File: src/design/layer_slot_allocator_defines.svh
// Assertion macros shared by the slot allocator modules.
`ifndef LAYER_SLOT_ALLOCATOR_DEFINES_SVH
`define LAYER_SLOT_ALLOCATOR_DEFINES_SVH

// The consequent must hold in the same cycle as the antecedent.
`define LSA_ASSERT_NOW(label, ante, cons, msg) \
   label: assert property (@(posedge clock) disable iff (reset) (ante) |-> (cons)) \
      else $error(msg);

// The consequent must hold in the cycle after the antecedent.
`define LSA_ASSERT_NEXT(label, ante, cons, msg) \
   label: assert property (@(posedge clock) disable iff (reset) (ante) |=> (cons)) \
      else $error(msg);

`endif

File: src/design/lsa_pkg.sv
// Types, codes and default sizes of the layer slot allocator.
package lsa_pkg;

   localparam int SLOTS_DEF = 64;
   localparam int POOLS_DEF = 2;

   localparam int SLOT_W   = 6;
   localparam int LAYER_W  = 7;

   typedef logic [SLOT_W-1:0]  slot_type;
   typedef logic [LAYER_W-1:0] layer_type;

   typedef enum logic [0:0] {
      ACT_ALLOC   = 1'b0,
      ACT_RELEASE = 1'b1
   } action_type;

   typedef enum logic [2:0] {
      STAT_REUSED    = 3'd0,
      STAT_FRESH     = 3'd1,
      STAT_RELEASED  = 3'd2,
      STAT_DUPLICATE = 3'd3,
      STAT_EXHAUSTED = 3'd4
   } status_type;

   typedef struct packed {
      action_type action;
      logic       pool_type;
      slot_type   slot_in;
   } req_type;

   typedef struct packed {
      slot_type   slot_out;
      layer_type  layer_count;
      status_type status;
   } rsp_type;

   // Outcome of one request; a reused slot arrives later from the free-list memory.
   typedef struct packed {
      logic       reuse;
      slot_type   slot;
      layer_type  layer_count;
      status_type status;
   } dec_type;

endpackage

File: src/design/lsa_queue_mem.sv
// Free-list storage: one write port and one read port with registered read data.
module lsa_queue_mem #(
   parameter int DEPTH = lsa_pkg::SLOTS_DEF * lsa_pkg::POOLS_DEF,
   parameter int WIDTH = 6
) (
   input  logic                     clock,
   input  logic                     wr_en,
   input  logic [$clog2(DEPTH)-1:0] wr_addr,
   input  logic [WIDTH-1:0]         wr_data,
   input  logic                     rd_en,
   input  logic [$clog2(DEPTH)-1:0] rd_addr,
   output logic [WIDTH-1:0]         rd_data_ff
);

   logic [WIDTH-1:0] mem_ff [DEPTH];

   always_ff @(posedge clock) begin
      if (wr_en) begin
         mem_ff[wr_addr] <= wr_data;
      end
   end

   always_ff @(posedge clock) begin
      if (rd_en) begin
         rd_data_ff <= mem_ff[rd_addr];
      end
   end

endmodule

File: src/design/lsa_pool_ctrl.sv
// Per-pool queue pointers, high-water counts, membership bitmap and request decision.
`include "layer_slot_allocator_defines.svh"

module lsa_pool_ctrl #(
   parameter int SLOTS = lsa_pkg::SLOTS_DEF,
   parameter int POOLS = lsa_pkg::POOLS_DEF,
   parameter int IW    = $clog2(SLOTS),
   parameter int PW    = (POOLS > 1) ? $clog2(POOLS) : 1,
   parameter int AW    = $clog2(POOLS * SLOTS)
) (
   input  logic             clock,
   input  logic             reset,
   input  logic             commit,
   input  lsa_pkg::req_type req,
   input  logic             clr_en,
   input  logic [PW-1:0]    clr_pool,
   input  logic [IW-1:0]    clr_slot,
   output logic [PW-1:0]    pool,
   output lsa_pkg::dec_type dec,
   output logic             wr_en,
   output logic [AW-1:0]    wr_addr,
   output logic [IW-1:0]    wr_data,
   output logic [AW-1:0]    rd_addr
);

   localparam int CW = $clog2(SLOTS + 1);
   localparam int TW = IW + 1;

   logic [POOLS-1:0][IW-1:0]    head_ff;
   logic [POOLS-1:0][CW-1:0]    fill_ff;
   logic [POOLS-1:0][CW-1:0]    hw_ff;
   logic [POOLS-1:0][SLOTS-1:0] mark_ff;

   logic [IW-1:0] head;
   logic [CW-1:0] fill;
   logic [CW-1:0] hw;
   logic [IW-1:0] head_in;
   logic [CW-1:0] fill_in;
   logic [CW-1:0] hw_in;
   logic [IW-1:0] head_next;
   logic [TW-1:0] tail_sum;
   logic [IW-1:0] tail;
   logic [IW-1:0] slot_idx;
   logic          in_range;
   logic          fwd_clear;
   logic          marked;
   logic          set_mark;

   assign pool     = (POOLS > 1) ? PW'(req.pool_type) : '0;
   assign head     = head_ff[pool];
   assign fill     = fill_ff[pool];
   assign hw       = hw_ff[pool];
   assign slot_idx = IW'(req.slot_in);
   assign in_range = (32'(req.slot_in) < SLOTS);

   // A reuse one stage ahead clears its bit at the edge this item commits.
   assign fwd_clear = clr_en && (clr_pool == pool) && (clr_slot == slot_idx);
   assign marked    = mark_ff[pool][slot_idx] && !fwd_clear;

   assign head_next = (head == IW'(SLOTS - 1)) ? '0 : head + 1'b1;

   always_comb begin
      tail_sum = TW'(head) + TW'(fill);
      if (tail_sum >= TW'(SLOTS)) begin
         tail_sum = tail_sum - TW'(SLOTS);
      end
      tail = IW'(tail_sum);
   end

   always_comb begin
      dec        = '0;
      dec.status = lsa_pkg::STAT_DUPLICATE;
      head_in    = head;
      fill_in    = fill;
      hw_in      = hw;
      set_mark   = 1'b0;
      unique case (req.action)
         lsa_pkg::ACT_ALLOC: begin
            if (fill != '0) begin
               dec.reuse  = 1'b1;
               dec.status = lsa_pkg::STAT_REUSED;
               head_in    = head_next;
               fill_in    = fill - 1'b1;
            end else if (hw < CW'(SLOTS)) begin
               dec.slot   = lsa_pkg::slot_type'(hw);
               dec.status = lsa_pkg::STAT_FRESH;
               hw_in      = hw + 1'b1;
            end else begin
               dec.status = lsa_pkg::STAT_EXHAUSTED;
            end
         end
         lsa_pkg::ACT_RELEASE: begin
            if (in_range && !marked && (fill < CW'(SLOTS))) begin
               dec.status = lsa_pkg::STAT_RELEASED;
               fill_in    = fill + 1'b1;
               set_mark   = 1'b1;
            end
         end
      endcase
      dec.layer_count = lsa_pkg::layer_type'(hw_in);
   end

   assign wr_en   = commit && set_mark;
   assign wr_data = slot_idx;
   assign wr_addr = AW'(pool) * AW'(SLOTS) + AW'(tail);
   assign rd_addr = AW'(pool) * AW'(SLOTS) + AW'(head);

   always_ff @(posedge clock) begin
      if (reset) begin
         head_ff <= '0;
         fill_ff <= '0;
         hw_ff   <= '0;
         mark_ff <= '0;
      end else begin
         // Clear before set so that a release of a just-reused slot wins.
         if (clr_en) begin
            mark_ff[clr_pool][clr_slot] <= 1'b0;
         end
         if (commit) begin
            head_ff[pool] <= head_in;
            fill_ff[pool] <= fill_in;
            hw_ff[pool]   <= hw_in;
            if (set_mark) begin
               mark_ff[pool][slot_idx] <= 1'b1;
            end
         end
      end
   end

   `LSA_ASSERT_NOW(a_fill_bound, commit, fill_ff[pool] <= CW'(SLOTS), "free list overfilled")
   `LSA_ASSERT_NEXT(a_release_marks, commit && set_mark, mark_ff[$past(pool)][$past(slot_idx)], "released slot not marked")
   `LSA_ASSERT_NEXT(a_hw_monotonic, commit, hw_ff[$past(pool)] >= $past(hw), "high-water count fell")

endmodule

File: src/design/layer_slot_allocator.sv
// Top level of the layer slot allocator: request pipeline and result register.
// The allocator keeps one FIFO free list per pool. An allocate reuses the
// oldest freed slot of the addressed pool, or else hands out the next fresh
// slot and raises that pool's high-water count, or reports exhaustion. A
// release queues the slot unless it is out of range or a membership bitmap
// shows it is already queued. The block takes one item per clock cycle while
// the result output is not stalled, and passes it through an input register,
// a decision stage that also reads the head of the free-list memory, and the
// result register; the read data is registered with the decision. No clearing
// pass is needed after reset, so items are taken from the first cycle on.
`include "layer_slot_allocator_defines.svh"

module layer_slot_allocator #(
   parameter int SLOTS = lsa_pkg::SLOTS_DEF,
   parameter int POOLS = lsa_pkg::POOLS_DEF
) (
   input  logic             clock,
   input  logic             reset,
   input  logic             req_valid,
   output logic             req_stall,
   input  lsa_pkg::req_type req_data,
   output logic             rsp_valid,
   input  logic             rsp_stall,
   output lsa_pkg::rsp_type rsp_data
);

   localparam int IW = $clog2(SLOTS);
   localparam int PW = (POOLS > 1) ? $clog2(POOLS) : 1;
   localparam int AW = $clog2(POOLS * SLOTS);

   // Stage one holds the accepted item, stage two its decision.
   logic             v1_ff;
   lsa_pkg::req_type req1_ff;
   logic             v2_ff;
   lsa_pkg::dec_type dec2_ff;
   logic [PW-1:0]    pool2_ff;
   logic             rsp_valid_ff;
   lsa_pkg::rsp_type rsp_ff;
   lsa_pkg::rsp_type rsp_in;

   logic             en1;
   logic             en2;
   logic             en3;
   logic             accept;
   logic             commit;
   logic             clr_en;

   logic [PW-1:0]    pool;
   lsa_pkg::dec_type dec;
   logic             wr_en;
   logic [AW-1:0]    wr_addr;
   logic [IW-1:0]    wr_data;
   logic [AW-1:0]    rd_addr;
   logic [IW-1:0]    rd_data;

   logic             reuse_held;
   logic             rsp_exhausted;

   // Each stage moves when the one after it is empty or moving itself.
   assign en3    = !rsp_valid_ff || !rsp_stall;
   assign en2    = !v2_ff || en3;
   assign en1    = !v1_ff || en2;
   assign accept = req_valid && en1;
   assign commit = v1_ff && en2;

   // A reused slot's membership bit is cleared when its decision moves on.
   assign clr_en = v2_ff && dec2_ff.reuse && en3;

   assign req_stall = !en1;
   assign rsp_valid = rsp_valid_ff;
   assign rsp_data  = rsp_ff;

   lsa_pool_ctrl #(
      .SLOTS (SLOTS),
      .POOLS (POOLS),
      .IW    (IW),
      .PW    (PW),
      .AW    (AW)
   ) u_ctrl (
      .clock    (clock),
      .reset    (reset),
      .commit   (commit),
      .req      (req1_ff),
      .clr_en   (clr_en),
      .clr_pool (pool2_ff),
      .clr_slot (rd_data),
      .pool     (pool),
      .dec      (dec),
      .wr_en    (wr_en),
      .wr_addr  (wr_addr),
      .wr_data  (wr_data),
      .rd_addr  (rd_addr)
   );

   lsa_queue_mem #(
      .DEPTH (POOLS * SLOTS),
      .WIDTH (IW)
   ) u_mem (
      .clock      (clock),
      .wr_en      (wr_en),
      .wr_addr    (wr_addr),
      .wr_data    (wr_data),
      .rd_en      (commit),
      .rd_addr    (rd_addr),
      .rd_data_ff (rd_data)
   );

   // The granted slot of a reuse comes straight from the memory read register.
   always_comb begin
      rsp_in             = '0;
      rsp_in.slot_out    = dec2_ff.reuse ? lsa_pkg::slot_type'(rd_data) : dec2_ff.slot;
      rsp_in.layer_count = dec2_ff.layer_count;
      rsp_in.status      = dec2_ff.status;
   end

   always_ff @(posedge clock) begin
      if (reset) begin
         v1_ff        <= 1'b0;
         v2_ff        <= 1'b0;
         rsp_valid_ff <= 1'b0;
      end else begin
         if (en1) begin
            v1_ff <= req_valid;
         end
         if (en2) begin
            v2_ff <= v1_ff;
         end
         if (en3) begin
            rsp_valid_ff <= v2_ff;
         end
      end
   end

   always_ff @(posedge clock) begin
      if (accept) begin
         req1_ff <= req_data;
      end
      if (commit) begin
         dec2_ff  <= dec;
         pool2_ff <= pool;
      end
      if (v2_ff && en3) begin
         rsp_ff <= rsp_in;
      end
   end

   // A waiting reuse must keep the slot it read from the free list.
   assign reuse_held    = v2_ff && dec2_ff.reuse && !en3;
   assign rsp_exhausted = rsp_valid_ff && (rsp_ff.status == lsa_pkg::STAT_EXHAUSTED);

   `LSA_ASSERT_NEXT(a_hold_read, reuse_held, v2_ff && $stable(rd_data), "read data lost")
   `LSA_ASSERT_NOW(a_exhausted_zero, rsp_exhausted, rsp_ff.slot_out == '0, "exhausted slot")

endmodule

File: config.mk
export PLATFORM = sky130hd
export DESIGN_NAME = layer_slot_allocator
export DESIGN_NICKNAME = d
export VERILOG_FILES = /design/src/design/lsa_pkg.sv /design/src/design/lsa_queue_mem.sv /design/src/design/lsa_pool_ctrl.sv /design/src/design/layer_slot_allocator.sv
export VERILOG_INCLUDE_DIRS = /design/src /design/src/design
export SDC_FILE = /design/constraint.sdc
export NUM_CORES = 1
export LEC_CHECK = 0
export BUFFER_PORTS_ARGS = -buffer_cell sky130_fd_sc_hd__buf_2
export CORE_MARGIN = 2
export CORE_UTILIZATION = 60
export CTS_CLUSTER_DIAMETER = 60
export DETAILED_ROUTE_END_ITERATION = 7
export GPL_TIMING_DRIVEN = 0
export PLACE_DENSITY = 0.83
export SLEW_MARGIN = 20
export SYNTH_ARGS = -nofsm -noshare
export SYNTH_HDL_FRONTEND = slang
export SYNTH_HIERARCHICAL = 1
export SYNTH_SLANG_ARGS = --single-unit
File: constraint.sdc
create_clock -name clock -period 5.7 [get_ports clock]
set_clock_uncertainty 0.15 [all_clocks]
set_input_delay 1.14 -clock clock [delete_from_list [all_inputs] [get_ports clock]]
set_output_delay 1.14 -clock clock [all_outputs]
set_load 0.01 [all_outputs]
# Yosys cells after proc, flatten, opt, wreduce, memory -nomap -nowiden
# Memories as Yosys holds them, arrays and structs flattened. A register that Yosys moved wholly into a read port is not among the register bits.
# Cells that the tools add are included.
[totals]
regBits = 213
latch_bits = 0
ram_bits = 768
rom_bits = 0
output_inout_bits = 18
memories = 1
[memory_table]
columns = ["name", "words", "word_bits", "read_ports", "rd_clocked_by_memory_dff", "write_ports", "line_no", "source"]
rows = [
  ["u_mem.mem_ff", 128, 6, 1, 1, 1, "lsa_queue_mem.sv:15", "logic [WIDTH-1:0] mem_ff [DEPTH];"],
]
[classes]
addsub = 8
n_mul = 0
n_div = 0
order_cmp = 11
eq_ne = 3
shifts = 0
n_mux = 49
bitwise_logic = 5
reduce_logical = 26
[op_table]
columns = ["cell", "count"]
rows = [
  ["128-bit two-way mux", 4],
  ["64-bit two-way mux", 4],
  ["128-bit AND", 1],
  ["64-bit demux with 1-bit select", 2],
  ["128-bit NOT", 1],
  ["128-bit bitwise OR", 1],
  ["7-bit two-way mux", 10],
  ["6-bit two-way mux", 8],
  ["14-bit bitwise mux", 2],
  ["7-bit by 1-bit adder with 7-bit output, second input constant", 2],
  ["7-bit by 6-bit adder with 7-bit output", 2],
  ["1-bit logical AND", 14],
  ["6-bit by 7-bit less-than comparator with 1-bit output, second input constant", 2],
  ["7-bit less-than comparator, second input constant", 2],
  ["7-bit case mux with 2 select lines", 1],
  ["12-bit bitwise mux", 1],
  ["1-bit demux with 6-bit select", 2],
  ["6-bit by 1-bit greater-or-equal comparator with 1-bit output, second input constant", 2],
  ["1-bit two-way mux", 9],
  ["6-bit by 7-bit adder with 7-bit output", 1],
  ["7-bit demux with 1-bit select", 1],
  ["7-bit greater-or-equal comparator, second input constant", 1],
  ["1-bit zero test", 7],
  ["7-bit nonzero test", 1],
  ["15 further kinds", 21],
]

# Logic depth before layout (Yosys ltp)
# Gate-level depths: netlist of run 1.
[depth]
ltp_word = 14
mapped_depth = 18
ltp_nobuf = 12

# Hierarchy
# The synthesis of run 1 kept the hierarchy.
[modules_own_cells]
columns = ["module", "instances", "cells_per_inst", "area_per_inst_um2", "seq_area_each_um2"]
rows = [
  ["lsa_queue_mem", 1, 1271, 29983.8, 23242.3],
  ["lsa_pool_ctrl", 1, 1119, 9297.7, 3363.2],
  ["layer_slot_allocator", 1, 65, 1495.2, 1321.3],
]

# Least setup slack after synthesis of run 1
# OpenSTA, ideal clock, no wires.
[synth_timing]
path_type = "input -> register"
startpoint = "input rsp_stall"
endpoint = "memory u_mem.mem_ff[110][0] (enable)"
arrival_ns = 3.830
required_time_ns = 5.200
path_slack_ns = 1.369
stages = 12
n_path_buf = 3
cell_sequence = "a21boi_2 > and2_2 > nand4_1 > nor3_1 > a31o_2 > buf_4 > and3_1 > clkbuf_1 > nor2b_1 > nand3_1 > clkbuf_1 > nor2_1"
[synth_between]
elab_chain_len = 14
[synth_rtl]
columns = ["element", "line_no", "source"]
rows = [
  ["start: declaration", "layer_slot_allocator.sv:23", "input logic rsp_stall,"],
  ["1-bit zero test", "layer_slot_allocator.sv:60", "assign en3 = !rsp_valid_ff || !rsp_stall;"],
  ["1-bit logical OR", "layer_slot_allocator.sv:60", ""],
  ["1-bit logical AND", "layer_slot_allocator.sv:67", "assign clr_en = v2_ff && dec2_ff.reuse && en3;"],
  ["via clr_en", "layer_slot_allocator.sv:46", "logic clr_en;"],
  ["1-bit logical AND (2 in a row)", "lsa_pool_ctrl.sv:57", "assign fwd_clear = clr_en && (clr_pool == pool) && (clr_slot == slot_idx);"],
  ["1-bit zero test", "lsa_pool_ctrl.sv:58", "assign marked = mark_ff[pool][slot_idx] && !fwd_clear;"],
  ["1-bit logical AND", "lsa_pool_ctrl.sv:58", ""],
  ["1-bit zero test", "lsa_pool_ctrl.sv:93", "if (in_range && !marked && (fill < CW'(SLOTS))) begin"],
  ["1-bit logical AND", "lsa_pool_ctrl.sv:93", ""],
  ["1-bit two-way mux", "lsa_pool_ctrl.sv:93", ""],
  ["1-bit two-way mux", "lsa_pool_ctrl.sv:77", "unique case (req.action)"],
  ["1-bit logical AND", "lsa_pool_ctrl.sv:103", "assign wr_en = commit && set_mark;"],
  ["via wr_en", "layer_slot_allocator.sv:50", "logic wr_en;"],
  ["1-bit two-way mux", "lsa_queue_mem.sv:18", "if (wr_en) begin"],
  ["1-bit two-way mux (not written as such)", "lsa_queue_mem.sv:19", "mem_ff[wr_addr] <= wr_data;"],
  ["end: declaration", "lsa_queue_mem.sv:15", ""],
]
# The timed path passes the listed nets, and every way through them passes these cells.

# Worst setup path after layout of run 1
[layout_timing]
startpoint = "register req1_ff[0] (netlist bit)"
endpoint = "memory u_mem.mem_ff[104][4] (enable)"
[layout_between]
elab_chain_len = 11
[layout_rtl]
columns = ["element", "line_no", "source"]
rows = [
  ["start: declaration", "layer_slot_allocator.sv:33", "lsa_pkg::req_type req1_ff;"],
  ["start signal: assignment", "layer_slot_allocator.sv:136", "req1_ff <= req_data;"],
  ["branches (longest 3 deep; another with 1-bit binary-select mux with 6-bit select)", "--", ""],
  ["1-bit logical AND *", "lsa_pool_ctrl.sv:58", ""],
  ["1-bit zero test *", "lsa_pool_ctrl.sv:93", ""],
  ["1-bit logical AND *", "lsa_pool_ctrl.sv:93", ""],
  ["1-bit two-way mux *", "lsa_pool_ctrl.sv:93", ""],
  ["1-bit two-way mux *", "lsa_pool_ctrl.sv:77", ""],
  ["1-bit logical AND *", "lsa_pool_ctrl.sv:103", ""],
  ["via wr_en", "layer_slot_allocator.sv:50", ""],
  ["1-bit two-way mux *", "lsa_queue_mem.sv:18", ""],
  ["1-bit two-way mux (not written as such) *", "lsa_queue_mem.sv:19", ""],
]
# Mark *: on every way through the listed nets, which the timed path passes. The select of a mux whose other input is x is not followed.

==> qor.yml, run 1 <==
status: "finished with violations"
violations: "design-rule violations, negative setup slack"
finalWorstSetupSlack_ns: -0.08588
r2r_end: "u_mem/mem_ff[104][4]"
avgRoutedWirePerCell_um: 32.76
syn_nets: 2478
drive_above_1_share_pct: 25.98
grt_pass1_vias: 24920
r2r_setup_slack_ns: -0.09
antenna_found_initial: 5
leakagePower_nw: 14.19
period_share_pct: 101.5
critical_path_required_ns: 5.86
postSynthAreaPerCell_sq_um: 16.61
end_kind: "flop"
ys_warn_count: 6
regToRegStartpoint: "req1_ff[0]"
clock_latency_ns: 0.67
synth_edf_count: 816
syn2layout_area_growth_pct: 12.20
setup_viol: 169
drt_iter0_drc: 4020
worstPathMaxFanout: 10
slew_headroom_pct: 21.99
root_buffer: "clkbuf_16"
min_to: "rsp_data[0]"
finalWirelength_mm: 116.2
worstHoldStart: "dec2_ff[0]"
port_buffers: 29
grt_max_degree: 129
power_density_nw_per_um2: 325.5
synthTopCellsByArea: "edfxtp_1 (60%), mux4_2 (14%), dfxtp_1 (8.4%)"
maxCapViolations: 0
maxSlewViolCount: 0
rsz0062_at_grt: "true"
worstRegToRegCells: 14
cts_tree: "done"
vias: 25060
ios: 30
whs_path_depth: 0
critPathLaunchType: "flop"
rows: 95
die_width_um: 264.7
synth_top_area_share_pct: 60.09
core-area_sq_um: 67280
clock_sinks: 987
syn_inst: 2455
fin_util_pct: 68.01
ys_ff_latch: 987
cp.arrival_ns: 5.95
htree_levels: 3
grt_pass1_wl_mm: 168.4
peakVddDrop_mv: 0.2801
die_h_um: 264.7
clkTransAtPathRegs_ns: 0.06
max_freq_ghz: 0.1728
drt_pass1_iterations: 8
via_per_inst: 7.065
tightest_slew_ns: 1.170
grt_use_total_pct: 33.47
cts_buffer_depth: 3
gp_congestion: 0.9865
fin_nets: 2612
ys_seq_area_share_pct: 68.49
min_path_type: "reg -> reg"
grt_remaining_overflow: 0
hpwl_mm: 67.99
dieArea_sq_um: 70060
async_flop_share_pct: 0
hold_violations: 0
synth_top_flop_cell: "edfxtp_1"
finalCriticalPeriod_ns: 5.786
start_util_pct: 60.61
yosysTopAreaCell: "edfxtp_1"
route.detailed.drc: 38
ys_types: 65
setup_tns_ns: -6.677
synth_area_sq_um: 40780
hold_buffers: 0
final_antenna_net_count: 0
setup.worst_path.class: "reg -> reg"
cts_made_buffers: 97
-- per-stage QoR --
step,area [sq um],cells,setup WS [ns],hold slack [ns],total power [mW]
3_5_place_dp,42070,3358,-0.8802,0.2545,8.721
6_report,45750,3547,-0.08588,0.2664,14.89
2_1_floorplan,40780,2455,1.369,0.2503,8.472
5_1_grt,45750,3544,-0.1723,0.2715,15.20
3_3_place_gp,42010,3357,-0.7491,0.2509,8.686
4_1_cts,45560,3541,0.003258,0.2680,14.89
-- power breakdown --
group	total [mW]	switching, mW	leakage [nW]	internal [mW]
combinational	0.786	0.537	3.96	0.249
sequential	7.86	0.0212	8.74	7.83
clock	6.25	2.74	1.50	3.51
-- timing repair --
action / 4_1_cts / 5_1_grt
gates resized for setup: 128 / 45
pin swaps: 1 / 3
endpoints found under the hold margin: 0 / 0
setup buffers: 2 / 3
endpoints found under the setup margin: 743 / 719
-- state kept, by name, summed over array words and instances, names as in the netlist, 6 cells and up --
register,count
u_ctrl/hw_ff,14
u_ctrl/mark_ff,128
req1_ff,8
dec2_ff,17
u_ctrl/head_ff,12
u_mem/rd_data_ff,6
u_ctrl/fill_ff,14
rsp_data,16
u_mem/mem_ff,768
-- worst max-delay path: stages (launching register included) --
cell and delay, ns:
edfxtp_1 0.41, clkbuf_2 0.24, buf_2 0.28, nand3b_1 0.40, o32ai_1 0.20, nor4_2 0.47
o41ai_2 0.12, nor4_2 0.46, a31o_2 0.37, buf_4 0.26, and3_2 0.38, nor2b_2 0.40
nand2_1 0.35, clkbuf_4 0.46, nor2_2 0.43
-- layer usage --
| layer | GRT usage, % | vias up | wire, um |
|---|---|---|---|
| li1 | - | 9921 | - |
| met1 | 42.79 | 12500 | 38650 |
| met2 | 51.78 | 2154 | 54140 |
| met3 | 9.484 | 485 | 15360 |
| met4 | 19.87 | 6 | 8006 |
| met5 | 0 | - | 46 |
-- synthesized netlist by cell type (all sizes together), types with 23 or more instances --
cell	n
edfxtp	816
mux4	264
o21ai	263
nor2	179
dfxtp	171
nor2b	141
clkbuf	82
buf	81
nand2	68
mux2i	62
nand3	40
a21oi	34
nor3	28
inv	23
-- cells by family (layout without fill, tap and decap cells) --
family                   count (synthesis)  after routing  synth area share [%]
AO/OA/AOI/OAI                          355            355                 4.937
XOR/XNOR                                21             21                0.4510
flip-flops                             987            987                 68.49
other                                    0              3                     0
adder cells (fa/ha/maj)                 11             11                0.3559
buffers and inverters                  188            404                 2.166
multiplexers                           348            348                 16.79
AND/OR/NAND/NOR                        545            545                 6.809
-- area by class of cell --
| type | instances | area (sq um) |
|---|---|---|
| antenna | 3 | 7.507 |
| buffer | 162 | 842.1 |
| clock buffer | 135 | 2703 |
| clock inverter | 46 | 381.6 |
| fill | 4113 | 21520 |
| inverter | 25 | 93.84 |
| multi-input combinational | 1280 | 12470 |
| sequential | 987 | 27930 |
| tap | 873 | 1092 |
| timing repair buffer | 36 | 237.7 |
-- placed cells by master (no fill, tap or decap), drive strengths merged, types with 18 or more instances in the layout --
cell	Yosys	layout
mux4	264	264
edfxtp	816	816
buf	81	118
clkbuf	82	214
mux2	22	22
dfxtp	171	171
nand3	40	40
o21ai	263	263
nand2	68	68
mux2i	62	62
nand4	18	18
a21oi	34	34
clkinv	2	35
nor3	28	28
inv	23	27
nor2	179	179
nor2b	141	141
o22ai	19	19
-- worst max-delay path by stage --
stage,start,endpoint,cells after the start
floorplan,rsp_stall,u_mem/mem_ff[110][0],12
global placement,req1_ff[6],u_mem/mem_ff[54][1],16
detailed placement,req1_ff[6],u_mem/mem_ff[70][1],16
CTS,req1_ff[1],u_mem/mem_ff[62][1],14
global route,req1_ff[6],u_mem/mem_ff[78][1],16
finish,req1_ff[0],u_mem/mem_ff[104][4],14
Power figures use the tool's default switching activity.
==> run 2, diff against run 1 <==
--- a/config.mk
+++ b/config.mk
@@ -13,6 +13,7 @@
 export DETAILED_ROUTE_END_ITERATION = 7
 export GPL_TIMING_DRIVEN = 0
 export PLACE_DENSITY = 0.83
+export SETUP_SLACK_MARGIN = 0.1
 export SLEW_MARGIN = 20
 export SYNTH_ARGS = -nofsm -noshare
 export SYNTH_HDL_FRONTEND = slang
==> run 2 against run 1 <==
Compared with the run above: the run ends with negative setup slack left; global-route usage about the same; setup slack got worse by 0.024 ns; maximum frequency decreased by 0.41%; clock power about the same; sequential share of layout area decreased by 0.44 points; combinational power increased by 2%; via count increased by 0.22%; die area unchanged; power increased by 0.15%; critical path depth increased by 2; cell count increased by 0.23%; flip-flop and latch count unchanged; largest cell class unchanged.
==> qor.yml, run 2 (synthesized netlist as in run 1, its figures left out) <==
status: "finished with violations"
violations: "negative setup slack"
avgRoutedWirePerCell_um: 32.88  # +0.37%
fin_nets: 2619  # +0.27%
power_density_nw_per_um2: 323.6  # -0.56%
rows: 95  # unchanged
top_register: "u_mem/mem_ff"
core-area_sq_um: 67280  # unchanged
setup_viol: 88  # -48%
grt_remaining_overflow: 0  # unchanged
end_kind: "flop"
clkTransAtPathRegs_ns: 0.06  # about the same
maxCapViolations: 0  # unchanged
reg_top3: "u_mem/mem_ff x768, u_ctrl/mark_ff x128, dec2_ff x17"
hold_violations: 0  # unchanged
cts_tree: "done"
worstPathMaxFanout: 10  # unchanged
antenna_found_initial: 6  # +1
finalCriticalPeriod_ns: 5.810  # +0.02399 ns
min_path_type: "reg -> reg"
grt_pass1_vias: 24930  # +0.012%
htree_levels: 3  # unchanged
port_buffers: 29  # unchanged
final_common_cell: "edfxtp_1"
cts_buffer_depth: 3  # unchanged
dieArea_sq_um: 70060  # unchanged
peakVddDrop_mv: 0.2795  # -0.20%
drt_iter0_drc: 4203  # +4.6%
start_util_pct: 60.61  # unchanged
period_share_pct: 101.9  # +0.42 points
worst_hold_slack_ns: 0.2665  # +0.00001400 ns
final_antenna_net_count: 0  # unchanged
critical_path_required_ns: 5.84  # -0.02 ns
cts_made_buffers: 97  # unchanged
setup.worst_path.class: "reg -> reg"
finalWorstSetupSlack_ns: -0.1099  # -0.02399 ns
rsz0062_at_grt: "true"
fin_util_pct: 68.50  # +0.49 points
vias: 25120  # +0.22%
hpwl_mm: 67.99  # unchanged
maxSlewViolCount: 0  # unchanged
largest_register_ffs: 768  # unchanged
critPathLaunchType: "flop"
gp_congestion: 0.9865  # unchanged
drt_pass1_iterations: 6  # -2
tightest_slew_ns: 1.158  # -0.01221 ns
drive_above_1_share_pct: 26.89  # +0.90 points
root_buffer: "clkbuf_16"
max_freq_ghz: 0.1721  # -0.41%
leakagePower_nw: 14.28  # +0.61%
ios: 30  # unchanged
die_h_um: 264.7  # unchanged
fillCellCount: 4065  # -1.2%
finalWirelength_mm: 116.9  # +0.60%
clock_sinks: 987  # unchanged
slew_headroom_pct: 22.80  # +0.81 points
grt_pass1_wl_mm: 168.5  # about the same
clock_latency_ns: 0.66  # about the same
route.detailed.drc: 0  # -100%
final_cell_mix: "edfxtp_1 (816), mux4_2 (261), o21ai_0 (242)"
grt_use_total_pct: 33.50  # about the same
via_per_inst: 7.065  # about the same
die_width_um: 264.7  # unchanged
grt_max_degree: 129  # unchanged
syn2layout_area_growth_pct: 13.01
cp.arrival_ns: 5.95  # about the same
-- run 2: changes by cell type in the layout (fill, tap and decap cells not counted), sizes merged --
cell           delta
buf               +5
diode             +1
clkbuf            +3
clkdlybuf4s15     -1
-- run 2: final timing paths --
check                            end  cells past startpoint  startpoint  slack (ns)
setup / recovery  u_mem/mem_ff[0][0]                     16  req1_ff[6]       -0.11
hold / removal           rsp_data[0]                      0  dec2_ff[0]        0.27
setup reg to reg  u_mem/mem_ff[0][0]                     16  req1_ff[6]       -0.11
hold reg to reg          rsp_data[0]                      0  dec2_ff[0]        0.27
-- run 2: metal layers --
layer	GRT usage, %	vias to the layer above	part of all wire (%)
li1	-	9931	-
met1	42.80	12520	33
met2	51.79	2150	46
met3	9.577	510	13
met4	19.84	4	7.2
met5	0	-	0.025
-- run 2: layout make-up --
class / count / area [sq um] / area share (%)
multi-input combinational: 1280 / 12730 / 27.63
clock buffer: 135 / 2703 / 5.865
sequential: 987 / 27930 / 60.60
inverter: 25 / 93.84 / 0.2036
tap: 873 / 1092 / 2.370
antenna: 4 / 10.01 / 0.02172
buffer: 162 / 850.8 / 1.846
clock inverter: 46 / 381.6 / 0.8281
timing repair buffer: 43 / 290.3 / 0.6299
-- run 2: power by group --
group	switching [mW]	internal, mW	leakage [nW]
Combinational	0.550	0.253	4.04
Sequential	0.0212	7.83	8.74
Clock	2.75	3.51	1.50
-- run 2: stage by stage --
stage / power (mW) / worst slack [ns] / TNS [ns] / area, sq um / std cells
2_1_floorplan: 8.472 / 1.369 / 0 / 40780 / 2455
3_3_place_gp: 8.686 / -0.7491 / -238.27 / 42010 / 3357
3_5_place_dp: 8.721 / -0.8802 / -239.98 / 42070 / 3358
4_1_cts: 14.89 / 0.08197 / 0 / 45580 / 3543
5_1_grt: 15.22 / -0.1650 / -11.30 / 46070 / 3551
6_report: 14.91 / -0.1099 / -5.012 / 46080 / 3555
-- run 2: what timing repair did --
item | in CTS | in global routing
hold buffers | 0 | 0
resized for setup | 129 | 115
pin swaps | 2 | 7
buffers inserted | 4 | 8
endpoints found under the setup margin | 774 | 741
-- run 2: critical path, cell delays in order (launching register included) --
cell and delay, ns:
edfxtp_1 0.40, buf_6 0.22, buf_8 0.20, buf_6 0.24, buf_6 0.23, buf_2 0.35, mux2i_2 0.40, inv_1 0.23
ha_1 0.34, a21o_1 0.17, a21oi_1 0.32, o21bai_1 0.14, a21oi_1 0.33, xnor2_2 0.26, nor2_1 0.43, nand2_1 0.35
nor2_1 0.67
